### src/hdl/line_state_directory_table_unit_macros.svh
// Assertion macros shared by the directory table RTL.
// Each macro expects a clock named clk and an active-low reset named arst_n in scope.
`ifndef LINE_STATE_DIRECTORY_TABLE_UNIT_MACROS_SVH
`define LINE_STATE_DIRECTORY_TABLE_UNIT_MACROS_SVH

`ifndef NO_ASSERTIONS

`define LSD_ASSERT_SAME(lbl, ante, cons, msg) \
	lbl: assert property (@(posedge clk) disable iff (!arst_n) (ante) |-> (cons)) \
		else $error(msg);

`define LSD_ASSERT_NEXT(lbl, ante, cons, msg) \
	lbl: assert property (@(posedge clk) disable iff (!arst_n) (ante) |=> (cons)) \
		else $error(msg);

`else

`define LSD_ASSERT_SAME(lbl, ante, cons, msg)

`define LSD_ASSERT_NEXT(lbl, ante, cons, msg)

`endif

`endif

### src/hdl/lsd_pkg.sv
package lsd_pkg;

	localparam int Entries  = 16;
	localparam int LocW     = 32;
	localparam int StateW   = 3;
	localparam int OccW     = 5;
	localparam int IdxW     = (Entries > 1) ? $clog2(Entries) : 1;
	localparam int CntW     = $clog2(Entries + 1);

	typedef enum logic [1:0] {
		CMD_INSERT   = 2'd0,
		CMD_DELETE   = 2'd1,
		CMD_QUERY    = 2'd2,
		CMD_RESERVED = 2'd3
	} lsd_cmd_t;

	typedef logic [LocW-1:0]   lsd_loc_t;
	typedef logic [StateW-1:0] lsd_state_t;
	typedef logic [IdxW-1:0]   lsd_idx_t;
	typedef logic [CntW-1:0]   lsd_cnt_t;
	typedef logic [OccW-1:0]   lsd_occ_t;

	// Outcome of the associative search over all entries.
	typedef struct packed {
		logic       hit;
		lsd_idx_t   hit_idx;
		lsd_state_t old_state;
		logic       free_found;
		lsd_idx_t   free_idx;
	} lsd_lookup_t;

	// Outcome of applying one command to the table.
	typedef struct packed {
		logic     overflow;
		lsd_cnt_t count;
	} lsd_upd_t;

endpackage

### src/hdl/lsd_lookup.sv
module lsd_lookup (
	input  logic [lsd_pkg::Entries-1:0]                       entry_valid,
	input  logic [lsd_pkg::Entries-1:0][lsd_pkg::LocW-1:0]    entry_loc,
	input  logic [lsd_pkg::Entries-1:0][lsd_pkg::StateW-1:0]  entry_state,
	input  lsd_pkg::lsd_loc_t                                 loc,
	output lsd_pkg::lsd_lookup_t                              result
);
	import lsd_pkg::*;

	logic [Entries-1:0] match;

	// Every entry compares in parallel; the lowest-numbered match and the
	// lowest-numbered free slot win.
	always_comb begin
		result = '0;
		for (int i = Entries - 1; i >= 0; i--) begin
			match[i] = entry_valid[i] && (entry_loc[i] == loc);
			if (match[i]) begin
				result.hit       = 1'b1;
				result.hit_idx   = lsd_idx_t'(i);
				result.old_state = entry_state[i];
			end
			if (!entry_valid[i]) begin
				result.free_found = 1'b1;
				result.free_idx   = lsd_idx_t'(i);
			end
		end
	end

endmodule

### src/hdl/lsd_store.sv
module lsd_store (
	input  logic                                              clk,
	input  logic                                              arst_n,
	input  logic                                              step,
	input  lsd_pkg::lsd_cmd_t                                 cmd,
	input  lsd_pkg::lsd_loc_t                                 loc,
	input  lsd_pkg::lsd_state_t                               new_state,
	input  lsd_pkg::lsd_lookup_t                              lookup,
	output logic [lsd_pkg::Entries-1:0]                       entry_valid,
	output logic [lsd_pkg::Entries-1:0][lsd_pkg::LocW-1:0]    entry_loc,
	output logic [lsd_pkg::Entries-1:0][lsd_pkg::StateW-1:0]  entry_state,
	output lsd_pkg::lsd_upd_t                                 upd
);
	import lsd_pkg::*;

	logic [Entries-1:0]             valid_q;
	logic [Entries-1:0]             valid_d;
	logic [Entries-1:0][LocW-1:0]   loc_q;
	logic [Entries-1:0][StateW-1:0] state_q;
	lsd_cnt_t                       count_q;
	lsd_cnt_t                       count_d;
	logic                           state_we;
	logic                           loc_we;
	lsd_idx_t                       wr_idx;
	logic                           overflow;

	always_comb begin
		valid_d  = valid_q;
		count_d  = count_q;
		state_we = 1'b0;
		loc_we   = 1'b0;
		wr_idx   = lookup.hit_idx;
		overflow = 1'b0;
		if (step) begin
			unique case (cmd)
				CMD_INSERT: begin
					if (lookup.hit) begin
						state_we = 1'b1;
					end else if (lookup.free_found) begin
						wr_idx           = lookup.free_idx;
						state_we         = 1'b1;
						loc_we           = 1'b1;
						valid_d[wr_idx]  = 1'b1;
						count_d          = count_q + lsd_cnt_t'(1);
					end else begin
						overflow = 1'b1;
					end
				end
				CMD_DELETE: begin
					if (lookup.hit) begin
						valid_d[wr_idx] = 1'b0;
						count_d         = count_q - lsd_cnt_t'(1);
					end
				end
				CMD_QUERY, CMD_RESERVED: begin
				end
				default: begin
				end
			endcase
		end
	end

	always_ff @(posedge clk or negedge arst_n) begin
		if (!arst_n) begin
			valid_q <= '0;
			count_q <= '0;
		end else begin
			valid_q <= valid_d;
			count_q <= count_d;
		end
	end

	always_ff @(posedge clk) begin
		if (state_we) begin
			state_q[wr_idx] <= new_state;
		end
		if (loc_we) begin
			loc_q[wr_idx] <= loc;
		end
	end

	assign entry_valid  = valid_q;
	assign entry_loc    = loc_q;
	assign entry_state  = state_q;
	assign upd.overflow = overflow;
	assign upd.count    = count_d;

endmodule

### src/hdl/line_state_directory_table_unit.sv
// Pipeline: a word accepted into the input register yields its result word in the result register.
// Throughput: one word per cycle while the result register is not stalled; the sixteen-way parallel
// compare and update are combinational between the input register and the result register.
// Reset: arst_n clears all valid bits, the occupancy count and both handshake stages;
// stored locations and states are left as they are and are never read before written.
module line_state_directory_table_unit (
	input  logic                clk,
	input  logic                arst_n,
	input  logic                in_valid,
	output logic                in_stall,
	input  logic [1:0]          command,
	input  lsd_pkg::lsd_loc_t   location,
	input  lsd_pkg::lsd_state_t new_state,
	output logic                out_valid,
	input  logic                out_stall,
	output logic                hit,
	output lsd_pkg::lsd_state_t state_out,
	output lsd_pkg::lsd_occ_t   occupancy,
	output logic                overflow
);
	import lsd_pkg::*;

	`include "line_state_directory_table_unit_macros.svh"

	// Input register: one command word waiting to be applied to the table.
	logic       valid_s1;
	lsd_cmd_t   cmd_s1;
	lsd_loc_t   loc_s1;
	lsd_state_t st_s1;

	// Result register.
	logic       out_valid_q;
	logic       hit_q;
	lsd_state_t state_q;
	lsd_occ_t   occ_q;
	logic       overflow_q;

	logic                           out_free;
	logic                           step;
	lsd_lookup_t                    lookup;
	lsd_upd_t                       upd;
	logic [Entries-1:0]             entry_valid;
	logic [Entries-1:0][LocW-1:0]   entry_loc;
	logic [Entries-1:0][StateW-1:0] entry_state;

	// The result register can take a new word when it is empty or being drained.
	// The command in the input register is applied to the table in exactly the
	// cycle it moves on, so the next command always sees the updated table.
	assign out_free = !out_valid_q || !out_stall;
	assign step     = valid_s1 && out_free;
	assign in_stall = valid_s1 && !out_free;

	always_ff @(posedge clk or negedge arst_n) begin
		if (!arst_n) begin
			valid_s1 <= 1'b0;
		end else if (!in_stall) begin
			valid_s1 <= in_valid;
		end
	end

	always_ff @(posedge clk) begin
		if (!in_stall && in_valid) begin
			cmd_s1 <= lsd_cmd_t'(command);
			loc_s1 <= location;
			st_s1  <= new_state;
		end
	end

	lsd_lookup u_lookup (
		.entry_valid (entry_valid),
		.entry_loc   (entry_loc),
		.entry_state (entry_state),
		.loc         (loc_s1),
		.result      (lookup)
	);

	lsd_store u_store (
		.clk         (clk),
		.arst_n      (arst_n),
		.step        (step),
		.cmd         (cmd_s1),
		.loc         (loc_s1),
		.new_state   (st_s1),
		.lookup      (lookup),
		.entry_valid (entry_valid),
		.entry_loc   (entry_loc),
		.entry_state (entry_state),
		.upd         (upd)
	);

	always_ff @(posedge clk or negedge arst_n) begin
		if (!arst_n) begin
			out_valid_q <= 1'b0;
		end else if (out_free) begin
			out_valid_q <= valid_s1;
		end
	end

	// A miss reports state zero: the lookup leaves old_state clear then.
	always_ff @(posedge clk) begin
		if (step) begin
			hit_q      <= lookup.hit;
			state_q    <= lookup.old_state;
			occ_q      <= lsd_occ_t'(upd.count);
			overflow_q <= upd.overflow;
		end
	end

	assign out_valid = out_valid_q;
	assign hit       = hit_q;
	assign state_out = state_q;
	assign occupancy = occ_q;
	assign overflow  = overflow_q;

	// A dropped insert only happens for an absent location into a full table.
	`LSD_ASSERT_SAME(a_ovf_miss, out_valid_q && overflow_q, !hit_q, "overflow with hit")
	`LSD_ASSERT_SAME(a_ovf_full, out_valid_q && overflow_q, occ_q == lsd_occ_t'(Entries), "overflow below full")
	`LSD_ASSERT_SAME(a_miss_zero, out_valid_q && !hit_q, state_q == '0, "miss with nonzero state")
	`LSD_ASSERT_SAME(a_occ_range, out_valid_q, occ_q <= lsd_occ_t'(Entries), "occupancy above table size")
	`LSD_ASSERT_NEXT(a_step_result, step, out_valid_q, "applied command lost its result")

endmodule

### config.mk
export PLATFORM = sky130hd
export DESIGN_NAME = line_state_directory_table_unit
export DESIGN_NICKNAME = d
export VERILOG_FILES = /design/src/hdl/lsd_pkg.sv /design/src/hdl/lsd_lookup.sv /design/src/hdl/lsd_store.sv /design/src/hdl/line_state_directory_table_unit.sv
export VERILOG_INCLUDE_DIRS = /design/src /design/src/hdl
export SDC_FILE = /design/constraint.sdc
export NUM_CORES = 1
export LEC_CHECK = 0
export BUFFER_PORTS_ARGS = -buffer_cell sky130_fd_sc_hd__buf_2
export CORE_MARGIN = 2
export CORE_UTILIZATION = 50
export DETAILED_ROUTE_END_ITERATION = 12
export GPL_ROUTABILITY_DRIVEN = 1
export GPL_TIMING_DRIVEN = 0
export HOLD_SLACK_MARGIN = 0.1
export PLACE_DENSITY = 0.64
export SLEW_MARGIN = 20
export SYNTH_ARGS = -nofsm -noshare
export SYNTH_HDL_FRONTEND = slang
export SYNTH_SLANG_ARGS = --single-unit
### constraint.sdc
create_clock -name clk -period 7.3 [get_ports clk]
set_input_delay 1.095 -clock clk [delete_from_list [all_inputs] [get_ports clk]]
set_output_delay 1.095 -clock clk [all_outputs]
set_load 0.01 [all_outputs]
After elaboration in Yosys (flattened, before gate mapping)
Cells that the tools add are included.
Storage, ports and cells
  RAM bits: 0
  bits of input ports: 41
  bits in latches: 0
  word-level logic and storage cells: 169
  memories kept: 0
  register bits after elaboration: 630
  output and inout port bits: 12
  ROM bits: 0
Operators by class
  multiply operators: 0
  shift operators: 0
  div/mod/pow operators: 0
  $lt $le $gt $ge: 6
  mux-type cells: 63
  add/sub/neg operators: 2
  equal/unequal tests: 20
  reduce and logical (&&, ||, !) cells: 31
  bitwise logic cells: 4
Operators with widths (count)
  bitwise mux 512 bit: 1
  == test 32 bit: 16
  demux 32 bit (select 4 bit): 1
  two-way mux 8 bit: 16
  two-way mux 5 bit: 20
  bitwise mux 48 bit: 1
  two-way mux 16 bit: 3
  two-way mux 32 bit: 1
  one-hot mux 16 bit (2 select lines): 1
  logical AND 1 bit: 22
  bitwise AND 16 bit: 1
  two-way mux 4 bit: 4
  NOT 16 bit: 1
  bitwise OR 16 bit: 1
  less-than comparator 4 x 5 -> 1 bit (second input constant): 3
  demux 3 bit (select 4 bit): 1
  greater-or-equal comparator 4 x 1 -> 1 bit (second input constant): 3
  two-way mux 1 bit: 10
  one-hot mux 5 bit (2 select lines): 1
  demux 1 bit (select 4 bit): 2
  inequality test 2 bit (second input constant): 3
  adder 5 x 1 -> 5 bit (second input constant): 1
  AND reduction 5 bit: 1
  subtractor 5 x 1 -> 5 bit (second input constant): 1
  other kinds (8): 11

Longest topological paths before layout
  depth after elaboration: 27
  mapped depth: 15
  depth with buffers taken out: 10

By module
A second synthesis with hierarchy kept.
Second synthesis, totals
  cells, all modules: 1714
  area total of the unflattened synthesis: 26643.1 um^2
By module, submodules not included
  lsd_store: area each 18131.1 um^2, cells each 728, sequential area each 17341.6 um^2, times used 1
  lsd_lookup: area each 7008.0 um^2, cells each 931, sequential area each 0.0 um^2, times used 1
  line_state_directory_table_unit: area each 1503.9 um^2, cells each 55, sequential area each 1461.4 um^2, times used 1

Least setup slack after synthesis
OpenSTA, ideal clock, no wires.
  path kind: register -> register
  from: reg loc_s1[30]
  to: reg u_store.loc_q, in the netlist u_store.entry_loc[0], enable pin
  setup time: 0.502 ns
  arrival time: 6.089 ns
  period minus slack after synthesis: 6.591 ns
  slack: 0.709 ns
  path buffers: 3
  required time: 6.798 ns
  cell stages (with the launch flop): 14
  cells stage by stage: edfxtp_1 buf_4 buf_4 xor2_1 nor4_1 nand4_1 or4_1 a21oi_1 o21ai_0 nand2_1 a41oi_1 o21a_1 buf_2 nor4_1
Between the ends
  cells in the longest elaborated chain, start to end: 21
  elaborated cells between the ends (all ways): 51
  classes of those cells: eq/ne (16); mux (19); reduce/logical (16)
Ends and longest elaborated chain
  start, declared: RTL line line_state_directory_table_unit.sv:28  | lsd_loc_t loc_s1;
  start signal, assigned: RTL line line_state_directory_table_unit.sv:64  | loc_s1 <= location;
  == test 32 bit: RTL line lsd_lookup.sv:17  | match[i] = entry_valid[i] && (entry_loc[i] == loc);
  logical AND 1 bit: RTL line lsd_lookup.sv:17
  two-way mux 8 bit (15 in a row): RTL line lsd_lookup.sv:18  | if (match[i]) begin
  two-way mux 8 bit (*): RTL line lsd_lookup.sv:18
  two-way mux 1 bit (*): RTL line lsd_store.sv:37  | if (lookup.hit) begin
  two-way mux 1 bit (*): RTL line lsd_store.sv:35  | unique case (cmd)
  two-way mux 1 bit (*): RTL line lsd_store.sv:34  | if (step) begin
  end signal, assigned by index: RTL line lsd_store.sv:78  | loc_q[wr_idx] <= loc;
  end, declared: RTL line lsd_store.sv:18  | logic [Entries-1:0][LocW-1:0] loc_q;
Every way passes the cells marked *; elsewhere a longest branch is shown, timed or not.
A chain may end at the register's enable or synchronous reset.

Final worst setup path
  from: reg loc_s1[5]
  to: reg u_store.loc_q, in the netlist u_store.entry_loc[257], enable pin
Same word-level chain as after synthesis.

==> metrics <==
status complete, no violations; Fillers around 4400; port bufs 52; GR Overflow Total 0; fin. max-slew vios 0; nature of the critical path startpoint flip-flop; hold_buf cts 0; synth unique cells between 70 and 80; Max Cap Violations 0; Synth Instances between 1500 and 2000; multi-input logic area 8900 um2; Setup crit end kind flip-flop; Routed WL about 95 mm; fin cells between 2000 and 3000; DRC errors left 0; Synthesized Nets 1995; most common cell in the netlist edfxtp_1; die width between 200 and 250 um; drt first pass iters 5; CP most frequent cell buf_2; Total GRT Usage around 32%; RSZ-0062 raised after global routing false; net load switching power approximately 2.0 mW; Worst Path Arrival about 7.4 ns; # placed instances around 2800; fin crit share 97.2%; Syn. warnings 0; top post-synthesis cells by count edfxtp_1, xor2_1, nor4_1; flops & latches, synth between 600 and 700; crit-path cells buf_4, buf_6, xor2_1, nor4_1, nand4_1, or3_1, clkbuf_1, nand4_1, or4b_1, buf_2, nor2_2, and2_1, nand2_1, nor4_2, buf_2, buf_4, buf_2; Final ANT Viol Nets 0; internal power just over 6 mW; Worst VDD drop around 0.00017 V; area leader, netlist edfxtp_1; number of gates resized after CTS 0; Clock Path Buffers 3; Pwr Density 250 nW/um2; Final Wtd Congestion 0.967; Hold Path Class input port to async pin; initial antenna violation count 2; Crit Path Class flip-flop to flip-flop; Syn Area/Cell about 15 um2; worst-skew pair later-pin latency around 0.63 ns; Gate power share under 10%; Layout Area Growth over Synthesis 15.9%; Slew Limit Headroom around an eighth; vias in the first global route approximately 18000; fmax about 140 MHz; Synth Flop Type edfxtp_1; sequential area share after synthesis 66.3%; # setup viols final 0; largest net degree at the start of global routing 33; leak pwr ~11 nW; Least-Margin Pin Slew roughly 1.3 ns; R2R cell count 17; Req. time, crit path roughly 7.6 ns; power share of the clock group a little over two fifths; Final HPWL DP 64.1 mm; cts bufs inserted 68; clock root buffer clkbuf_16; Worst-path clk slew 0.06 ns; CTS tree done; switching part of the total power between 20% and 30%; post-DR wirelength/cell between 30 and 40 um; # nets final approximately 2200; die height between 200 and 250 um; FFs w/ async S/R, synth approximately 3.7%; CP max-delay cell edfxtp_1; DRT iter0 DRCs 2880; max incr delay on CP roughly 1.2 ns; delay-heaviest family, CP simple AND/OR/NAND/NOR gates; first-pass GRT wire length approximately 130 mm; Top-Level Pins 53; TNS Setup 0 ns; Post-Syn Area between 20000 and 30000 um2; Fin. Hold Viols 0; Core ar. around 56000 um2; post-layout min period between 7 and 8 ns; CP Buf/Inv Count 7; clock sink count between 600 and 700; Yosys top cell area share between 60% and 70%; Site Rows between 80 and 90; number of cells on the critical path 17; critical-path maximum fanout 17; H-tree depth 3; layout cells sized above 1 14.8%; register area roughly 19000 um2; Seq pwr share approximately 50%; number of enable flip-flop cells after synthesis 607; clock skew 0.0251 ns; DIE AREA around 60000 um2; Initial Util between 50 and 60%; Avg Vias per Cell approximately 6.3; total vias in the final route 18600; Synth area leaders edfxtp_1, xor2_1, nor4_1; Post-CTS Setup Bufs 0
==> sequential cells by signal, summed over array words and instances, names as in the netlist <==
signal,count
overflow,1
hit,1
loc_s1,32
valid_s1,1
state_out,3
occupancy,5
u_store.count_q,5
u_store.entry_loc,512
u_store.entry_state,48
out_valid,1
st_s1,3
u_store.entry_valid,16
cmd_s1,2
==> logic make-up (layout without fill, tap and decap cells) <==
kind of cell	count (synthesis)	in the layout	share of synthesized area, %
AO/OA/AOI/OAI	122	122	2.86
XOR/XNOR	516	516	16.0
adder cells (fa/ha/maj)	2	2	0.0882
buffers and inverters	106	339	2.83
flip-flops	630	630	66.3
multiplexers	4	4	0.146
other	0	4	0
AND/OR/NAND/NOR	572	572	11.8
==> power by group through the flow <==
stage               registers [mW]  logic (mW)  clock network [mW]
finish                        4.11       0.668                3.44
global route                  4.11       0.693                3.60
CTS                           4.12       0.635                3.45
detailed placement            4.19       0.633                   0
global placement              4.24       0.535                   0
floorplan                     4.15       0.343                   0
==> metrics by stage <==
step	hold WS [ns]	setup slack [ns]	util, %	power [mW]	instance area [um2]
4_1_cts	0.471	0.298	58.2	8.20	32800
2_1_floorplan	0.439	0.709	-	4.49	28400
5_1_grt	0.494	0.131	58.4	8.41	32900
3_5_place_dp	0.467	0.322	54.3	4.83	30600
3_3_place_gp	0.461	-2.75	52.6	4.78	29600
6_report	0.478	0.202	58.4	8.22	32900
==> final timing paths <==
check | start | to | slack (ns)
max in group asynchronous | arst_n | u_store.entry_valid[15] | 6.41
min in group clk | u_store.count_q[4] | u_store.count_q[4] | 0.48
worst min-delay path | arst_n | u_store.entry_valid[2] | 0.48
worst min register to register | u_store.count_q[4] | u_store.count_q[4] | 0.48
worst max register to register | loc_s1[5] | u_store.entry_loc[257] | 0.20
worst max-delay path | loc_s1[5] | u_store.entry_loc[257] | 0.20
==> routing by layer <==
metal | global-route usage [%] | wire [um]
met1 | 43.7 | 36000
met2 | 50.7 | 43200
met3 | 7.57 | 11200
met4 | 12.5 | 4070
met5 | 0 | 0
==> area by class of cell <==
cell class	instances	share of cell area, %
diodes	4	0.0304
plain buffers	84	2.19
clock buffers	78	5.29
clock inverters	43	1.36
inverters	22	0.251
multi-input cells	1216	27.1
flip-flops and latches	630	57.2
well taps	756	2.88
repair buffers	112	3.74
==> cells in the final DEF, fill, tap and decap left out, types with 15 or more instances in the layout <==
| cell | n |
|---|---|
| clkbuf_16 | 68 |
| nor3_1 | 27 |
| inv_1 | 22 |
| nand4_1 | 55 |
| nand2_1 | 69 |
| buf_4 | 37 |
| nand4b_1 | 25 |
| edfxtp_1 | 607 |
| or4_1 | 17 |
| buf_16 | 16 |
| xor2_1 | 432 |
| dfrtp_1 | 23 |
| buf_6 | 31 |
| a31oi_1 | 27 |
| a21oi_1 | 18 |
| buf_2 | 72 |
| buf_8 | 26 |
| o21ai_0 | 27 |
| nor4_1 | 191 |
| clkbuf_1 | 19 |
| nand3_1 | 38 |
| xnor2_1 | 82 |
| clkinv_1 | 15 |
| nor2_1 | 56 |
Power figures use the tool's default switching activity.
